File: config.mk
export PLATFORM = sky130hd
export DESIGN_NAME = svm_ctrl
export DESIGN_NICKNAME = d
export VERILOG_FILES = /design/src/design/svm_pkg.sv /design/src/design/svm_ctrl.sv
export SDC_FILE = /design/constraint.sdc
export NUM_CORES = 1
export LEC_CHECK = 0
export BUFFER_PORTS_ARGS = -buffer_cell sky130_fd_sc_hd__buf_2
export CAP_MARGIN = 25
export CELL_PAD_IN_SITES_DETAIL_PLACEMENT = 1
export CELL_PAD_IN_SITES_GLOBAL_PLACEMENT = 1
export CORE_AREA = 2 2 39 41
export CTS_CLUSTER_DIAMETER = 80
export CTS_CLUSTER_SIZE = 40
export DETAILED_ROUTE_END_ITERATION = 8
export DIE_AREA = 0 0 41 43
export PLACE_DENSITY = 0.66
export RECOVER_POWER = 50
export SLEW_MARGIN = 20
export SYNTH_ARGS = -nofsm -noshare
export SYNTH_HDL_FRONTEND = slang
export SYNTH_SLANG_ARGS = --single-unit
File: constraint.sdc
create_clock -name clk -period 4.7 [get_ports clk]
set_clock_uncertainty 0.1 [all_clocks]
set_input_delay 0.94 -clock clk [delete_from_list [all_inputs] [get_ports clk]]
set_output_delay 0.94 -clock clk [all_outputs]
set_load 0.01 [all_outputs]
File: src/design/svm_pkg.sv
package svm_pkg;

    // Store geometry and voice counts
    localparam int NUM_SOUNDS = 16;
    localparam int NUM_MUSIC  = 4;
    localparam int NUM_VOICES = 8;
    localparam int MAX_FRAMES = 16384;

    localparam int SND_W   = 4;
    localparam int FRAME_W = 14;
    localparam int LEN_W   = 15;
    localparam int GAIN_W  = 16;
    localparam int WGT_W   = 17;
    localparam int SMP_W   = 16;
    localparam int ADDR_W  = SND_W + FRAME_W;
    localparam int MUS_W   = (NUM_MUSIC > 1) ? $clog2(NUM_MUSIC) : 1;
    localparam int VOC_W   = (NUM_VOICES > 1) ? $clog2(NUM_VOICES) : 1;
    localparam int NUM_SLOTS = NUM_MUSIC + NUM_VOICES;
    localparam int SLOT_W  = $clog2(NUM_SLOTS);
    localparam int PROD_W  = SMP_W + WGT_W + 1;
    localparam int ACC_W   = 40;

    localparam logic [GAIN_W-1:0] UNITY      = 16'd32768;
    localparam logic [WGT_W-1:0]  MIN_WEIGHT = 17'd3;
    localparam logic [LEN_W-1:0]  LEN_MAX    = 15'd16384;

    typedef enum logic [2:0] {
        OP_MIX   = 3'd0,
        OP_PLAY  = 3'd1,
        OP_STOP  = 3'd2,
        OP_WRITE = 3'd3,
        OP_LEN   = 3'd4,
        OP_BASE  = 3'd5,
        OP_GATE  = 3'd6,
        OP_START = 3'd7
    } op_t;

    typedef enum logic [1:0] {
        ST_IDLE,
        ST_ISSUE,
        ST_DRAIN,
        ST_DONE
    } state_t;

    // Controller to datapath
    typedef struct packed {
        logic              accept;
        logic              issue;
        logic [SLOT_W-1:0] slot;
        logic              finish;
    } cmd_t;

    // Datapath to controller
    typedef struct packed {
        logic pipe_busy;
        logic out_free;
    } sts_t;

endpackage

File: src/design/svm_ctrl.sv
module svm_ctrl (
    input  logic          clk,
    input  logic          rst_n,
    input  logic          in_valid,
    input  logic [2:0]    operation,
    input  svm_pkg::sts_t sts,
    output logic          in_stall,
    output svm_pkg::cmd_t cmd
);
    import svm_pkg::*;

    state_t            state_reg, state_next;
    logic [SLOT_W-1:0] slot_reg, slot_next;
    logic              last_slot;

    assign last_slot = (slot_reg == SLOT_W'(NUM_SLOTS - 1));

    always_ff @(posedge clk or negedge rst_n)
    begin
        if (!rst_n)
        begin
            state_reg <= ST_IDLE;
            slot_reg  <= '0;
        end
        else
        begin
            state_reg <= state_next;
            slot_reg  <= slot_next;
        end
    end

    // Next state
    always_comb
    begin
        state_next = state_reg;
        slot_next  = slot_reg;
        unique case (state_reg)
            ST_IDLE:
            begin
                slot_next = '0;
                if (in_valid && (op_t'(operation) == OP_MIX))
                begin
                    state_next = ST_ISSUE;
                end
            end
            ST_ISSUE:
            begin
                slot_next = slot_reg + 1'b1;
                if (last_slot)
                begin
                    state_next = ST_DRAIN;
                end
            end
            ST_DRAIN:
            begin
                if (!sts.pipe_busy)
                begin
                    state_next = ST_DONE;
                end
            end
            ST_DONE:
            begin
                if (sts.out_free)
                begin
                    state_next = ST_IDLE;
                end
            end
            default: state_next = ST_IDLE;
        endcase
    end

    // Outputs
    always_comb
    begin
        in_stall   = 1'b1;
        cmd.accept = 1'b0;
        cmd.issue  = 1'b0;
        cmd.slot   = slot_reg;
        cmd.finish = 1'b0;
        unique case (state_reg)
            ST_IDLE:
            begin
                in_stall   = 1'b0;
                cmd.accept = in_valid;
            end
            ST_ISSUE: cmd.issue = 1'b1;
            ST_DRAIN: ;
            ST_DONE:  cmd.finish = sts.out_free;
            default: ;
        endcase
    end

endmodule

==> results of run 1 <==
## final cells by class
class / instances / share of cell area, %
clock buffer: 3 / 4.44
inverter: 4 / 2.96
multi-input combinational: 24 / 44.4
sequential: 6 / 29.6
tap: 16 / 3.95
timing repair buffer: 15 / 14.6
## per-layer routing
| layer | wire length (um) | track usage, % |
|---|---|---|
| met5 | 0 | 0 |
| met4 | 0 | 6.00 |
| met3 | 58 | 9.42 |
| met2 | 396 | 18.1 |
| met1 | 321 | 12.0 |
## power by group
group / internal [uW] / switching [uW]
clock: 28.9 / 18.9
sequential: 72.3 / 18.8
combinational: 86.9 / 89.7
total: 188 / 127
## synth_stat cells, drive strengths merged, types with 2 or more instances
| library cell | n |
|---|---|
| o211ai | 2 |
| and2 | 2 |
| nand2 | 2 |
| mux2 | 2 |
| a22o | 2 |
| inv | 4 |
| dfrtp | 6 |
| nor2 | 2 |
| ha | 5 |
## worst register-to-register path: stages, from the launching register on
cell,delay [ns]
dfrtp_1,0.41
inv_1,0.09
ha_1,0.30
nand2_1,0.14
o211ai_2,0.12
mux2_4,0.32
## per-stage QoR
step           utilization, %  area (um2)
2_1_floorplan               -         390
3_3_place_gp             35.1         485
3_5_place_dp             35.1         485
4_1_cts                  36.7         508
5_1_grt                  36.6         507
6_report                 36.6         507
## how the worst max path moves through the flow
stage	slack, ns	depth (start not counted)	end	start
3_5_place_dp	2.34	3	cmd[0]	sts[0]
2_1_floorplan	2.56	1	cmd[0]	sts[0]
5_1_grt	2.31	3	cmd[0]	sts[0]
6_report	2.35	3	cmd[0]	sts[0]
4_1_cts	2.35	3	cmd[0]	sts[0]
3_3_place_gp	2.35	3	cmd[0]	sts[0]
## cell families (layout without fill, tap and decap cells)
| logic type | count (synthesis) | count (layout) | synth area share [%] |
|---|---|---|---|
| multiplexers | 2 | 2 | 6.73 |
| AND/OR/NAND/NOR | 9 | 9 | 14.1 |
| flip-flops | 6 | 6 | 38.5 |
| AO/OA/AOI/OAI | 7 | 7 | 18.6 |
| buffers and inverters | 4 | 22 | 3.85 |
| XOR/XNOR | 1 | 1 | 2.24 |
| adder cells (fa/ha/maj) | 5 | 5 | 16.0 |
==> impl_metrics.yaml, run 1 <==
outcome:
  status: "complete, no violations"
routing:
  drcViolationCount: 0
  drtPass1Iterations: 3
  wl_um: 777
  routed-via-count: 324
  drt_first_iter_violations: 1
  vias_per_cell: 4.76
  wl_per_cell_um: 11.4
  final_antenna_net_count: 0
worst_setup_path:
  path_buf_inv: 2
  rrSetupSlack_ns: 3.11
  cp-end-kind: "primary output"
  start_kind: "input port"
  critPathTopFamily: "buffers and inverters"
  rr_endpoint: "state_reg[1]$_DFFE_PN0P_"
  cp_slowest_cell: "and2_1"
  worstReg2RegStart: "state_reg[1]$_DFFE_PN0P_"
  slowest_delay_ns: 0.14
  required_ns: 3.66
  crit_top_cell: "buf_2"
  cp_data_arrival_time_ns: 1.31
  timing.critical_path.cells: "buf_2, and2_1, buf_2"
  worstSetupPathType: "in2out"
  ff2ff_path_depth: 5
  worstPathMaxFanout: 2
hold_path:
  whs_endpoint: "slot_reg[2]$_DFFE_PN0P_"
  holdPathStages: 1
  worst_hold_startpoint: "slot_reg[2]$_DFFE_PN0P_"
  worstHoldPathType: "reg2reg"
timing:
  slew-limit-headroom_pct: 77.6
  finalHoldViolations: 0
  whs_ns: 0.439
  rsz0062_at_grt: "false"
  worst_slack_ns: 2.35
  worst_pin_slew_ns: 0.336
  maxSlewViolCount: 0
  min_period_ns: 2.35
  setup_viol: 0
  tns_ns: 0
  fmax_ghz: 0.425
  timing.final.crit_share_pct: 50.0
grt:
  grt_max_degree: 9
  grt_overflow_total: 0
  grtUsageTotal_pct: 12.3
  antenna_found_initial: 0
  grt_pass1_wl_um: 1350
  grt_pass1_vias: 326
clocking:
  clkSlewWorstSetupHoldPaths_ns: 0.05
  hold_buffers: 0
  cts_root_buf: "clkbuf_4"
  worstSkewPairLatency_ns: 0.25
  cts_buffers: 3
  htree_levels: 1
  ctsLongestPathBuffers: 2
  cts_resized: 0
  postCtsSetupBuffers: 0
  tritoncts: "yes"
  clock_sinks: 6
layout:
  instances_no_fill: 68
  n_antenna_cell: 0
  multi_input_area_um2: 225
  largest_reg_flops: 4
  syn_to_final_growth_pct: 29.8
  nNetsFinal: 67
  register_area_um2: 150
  drive_above_1_share_pct: 42.3
  final.fill_count: 170
  final_common_cell: "buf_2"
  layout_common_cells: "buf_2 (14), dfrtp_1 (6), ha_1 (5)"
power:
  power.density_nw_per_um2: 623
  vdd_drop_max_v: 0.000245
  p_leak_uw: 0.000276
  power_uw: 315
synth:
  yosysSeqAreaShare_pct: 38.5
  yosysUniqueCellTypes: 18
  synthTopCellsByArea: "dfrtp_1 (38%), ha_1 (16%), a22oi_4 (5.4%)"
  synthDominantCellAreaShare_pct: 38.5
  async_flop_share_pct: 100
  synth_nets: 47
  yosys.area.top_type: "dfrtp_1"
  synth_ff_type: "dfrtp_1"
  avgSynthCellArea_um2: 11.5
  syn_area_um2: 390
  synth_edf_count: 0
  ys_seq_elements: 6
  yosys_warnings: 0
  syn_inst: 34
placed_design:
  dp_slack_ns: 2.34
  dpl.hpwl_um: 663
  dpl.cell_count: 65
  gp_congestion: 0.731
  port_buffers: 15
floorplanning:
  die_h_um: 43
  num_rows: 14
  ios: 16
  initial_core_util_pct: 28.2
  core_um2: 1380
  dieArea_um2: 1760
  die_w_um: 41
run:
  drv_cap: 0
(Power assumes the default switching activity.)
==> inputs of run 2 (changes only) <==
--- a/config.mk
+++ b/config.mk
@@ -9,12 +9,11 @@
 export CAP_MARGIN = 25
 export CELL_PAD_IN_SITES_DETAIL_PLACEMENT = 1
 export CELL_PAD_IN_SITES_GLOBAL_PLACEMENT = 1
-export CORE_AREA = 2 2 39 41
+export CORE_UTILIZATION = 29
 export CTS_CLUSTER_DIAMETER = 80
 export CTS_CLUSTER_SIZE = 40
 export DETAILED_ROUTE_END_ITERATION = 8
-export DIE_AREA = 0 0 41 43
-export PLACE_DENSITY = 0.66
+export PLACE_DENSITY = 0.68
 export RECOVER_POWER = 50
 export SLEW_MARGIN = 20
 export SYNTH_ARGS = -nofsm -noshare
==> constraint.sdc (replaced) <==
create_clock -name clk -period 2.15 [get_ports clk]
set_clock_uncertainty 0.1 [all_clocks]
set_input_delay 0.43 -clock clk [delete_from_list [all_inputs] [get_ports clk]]
set_output_delay 0.43 -clock clk [all_outputs]
set_load 0.01 [all_outputs]
==> run 2 against run 1 <==
  * Worst hold slack gained 0.0046 ns
  * Cell count shrank 1.5%
  * Core utilization grew 6.9 points
  * Power grew 120%
  * Critical path type is now reg2out
  * Critical endpoint is now cmd[5]
  * Highest routed layer is now met4
==> impl_metrics.yaml, run 2 (same netlist as run 1, synthesis figures left out) <==
timing:
  timing.final.crit_share_pct: 82.6
  worst_slack_ns: 0.375
  setup_viol: 0
  whs_ns: 0.444
  finalHoldViolations: 0
  fmax_ghz: 0.563
  tns_ns: 0
  slew-limit-headroom_pct: 77.4
  maxSlewViolCount: 0
  rsz0062_at_grt: "false"
  worst_pin_slew_ns: 0.340
  min_period_ns: 1.78
routing:
  drcViolationCount: 0
  wl_per_cell_um: 12.9
  routed-via-count: 321
  vias_per_cell: 4.79
  drtPass1Iterations: 2
  wl_um: 864
  drt_first_iter_violations: 3
  final_antenna_net_count: 0
clocking:
  ctsLongestPathBuffers: 2
  htree_levels: 1
  clkSlewWorstSetupHoldPaths_ns: 0.04
  clock_sinks: 6
  hold_buffers: 1
  postCtsSetupBuffers: 0
  cts_buffers: 3
  cts_resized: 0
  tritoncts: "yes"
  cts_root_buf: "clkbuf_4"
  worstSkewPairLatency_ns: 0.25
power:
  p_sw_uw: 289
  p_sw_share_pct: 41.6
  seq_power_share_pct: 28.8
  p_int_uw: 407
  power_uw: 696
  p_leak_uw: 0.000265
  p_clk_share_pct: 15.4
  power.density_nw_per_um2: 1370
  vdd_drop_max_v: 0.000522
  pwr-share-comb_pct: 55.8
layout:
  syn_to_final_growth_pct: 30.4
  layout_common_cells: "buf_2 (10), dfrtp_1 (6), ha_1 (5), clkbuf_1 (5), inv_1 (4)"
  stdcell_area_um2: 509
  final.fill_count: 141
  nNetsFinal: 68
  drive_above_1_share_pct: 34.0
  multi_input_area_um2: 225
  n_antenna_cell: 0
  largest_reg_flops: 4
  register_area_um2: 150
  final_common_cell: "buf_2"
placed_design:
  port_buffers: 15
  place_area_um2: 483
  dp_slack_ns: 0.573
  dpl.hpwl_um: 718
  gp_congestion: 0.767
worst_setup_path:
  required_ns: 1.62
  cp_data_arrival_time_ns: 1.25
  worstPathMaxFanout: 8
  worstSetupPathType: "reg2out"
  rrSetupSlack_ns: 0.55
  cp-end-kind: "primary output"
  ff2ff_path_depth: 5
  start_kind: "flop"
grt:
  grt_max_degree: 9
  grtUsageTotal_pct: 14.4
  antenna_found_initial: 0
  grt_pass1_wl_um: 1320
  grt_pass1_vias: 309
  grt_overflow_total: 0
outcome:
  status: "complete, no violations"
hold_path:
  worstHoldPathType: "in2reg"
  holdPathStages: 4
floorplanning:
  die_h_um: 38.7
  ios: 16
  dieArea_um2: 1500
  num_rows: 12
  initial_core_util_pct: 33.3
  core_um2: 1170
  die_w_um: 38.7
run:
  drv_cap: 0
run 2: cell count changes in the layout (fill, tap and decap cells not counted), sizes merged:
cell and change:
dlygate4sd3 +1, buf -4, clkbuf +4
run 2: worst paths after layout:
check,from,to
hold reg to reg,slot_reg[2]$_DFFE_PN0P_,slot_reg[2]$_DFFE_PN0P_
setup reg to reg,state_reg[1]$_DFFE_PN0P_,state_reg[1]$_DFFE_PN0P_
setup / recovery,state_reg[1]$_DFFE_PN0P_,cmd[5]
max in group asynchronous,rst_n,state_reg[1]$_DFFE_PN0P_
min in group asynchronous,rst_n,slot_reg[2]$_DFFE_PN0P_
hold / removal,sts[1],state_reg[0]$_DFFE_PN0P_
run 2: power groups by stage:
stage,logic [uW],registers [uW],clock network (uW)
after floorplan,277,204,0
after global placement,378,196,0
after detailed placement,399,202,0
after CTS,404,201,111
after global routing,435,208,116
final,389,201,107
run 2: routing by layer:
metal / track usage, % / part of all wire [%] / vias up
met4: 10.3 / 1.6 / 0
met2: 21.7 / 52 / 12
li1: - / - / 159
met5: 0 / 0 / -
met3: 7.51 / 8.1 / 3
met1: 15.0 / 38 / 147
run 2: cell type report:
| type | instances | area share, % |
|---|---|---|
| Sequential cell | 6 | 29.5 |
| Inverter | 4 | 2.95 |
| Timing Repair Buffer | 16 | 15.5 |
| Multi-Input combinational cell | 24 | 44.2 |
| Tap cell | 14 | 3.44 |
| Clock buffer | 3 | 4.42 |
run 2: worst max-delay path: stages (launching register included):
cell and delay [ns]:
dfrtp_1 0.40, inv_1 0.09, ha_1 0.31, buf_2 0.19
run 2: through the flow:
| step | utilization, % | cells |
|---|---|---|
| 2_1_floorplan | - | 34 |
| 3_3_place_gp | 41.2 | 63 |
| 3_5_place_dp | 41.2 | 63 |
| 4_1_cts | 44.0 | 67 |
| 5_1_grt | 43.5 | 67 |
| 6_report | 43.5 | 67 |
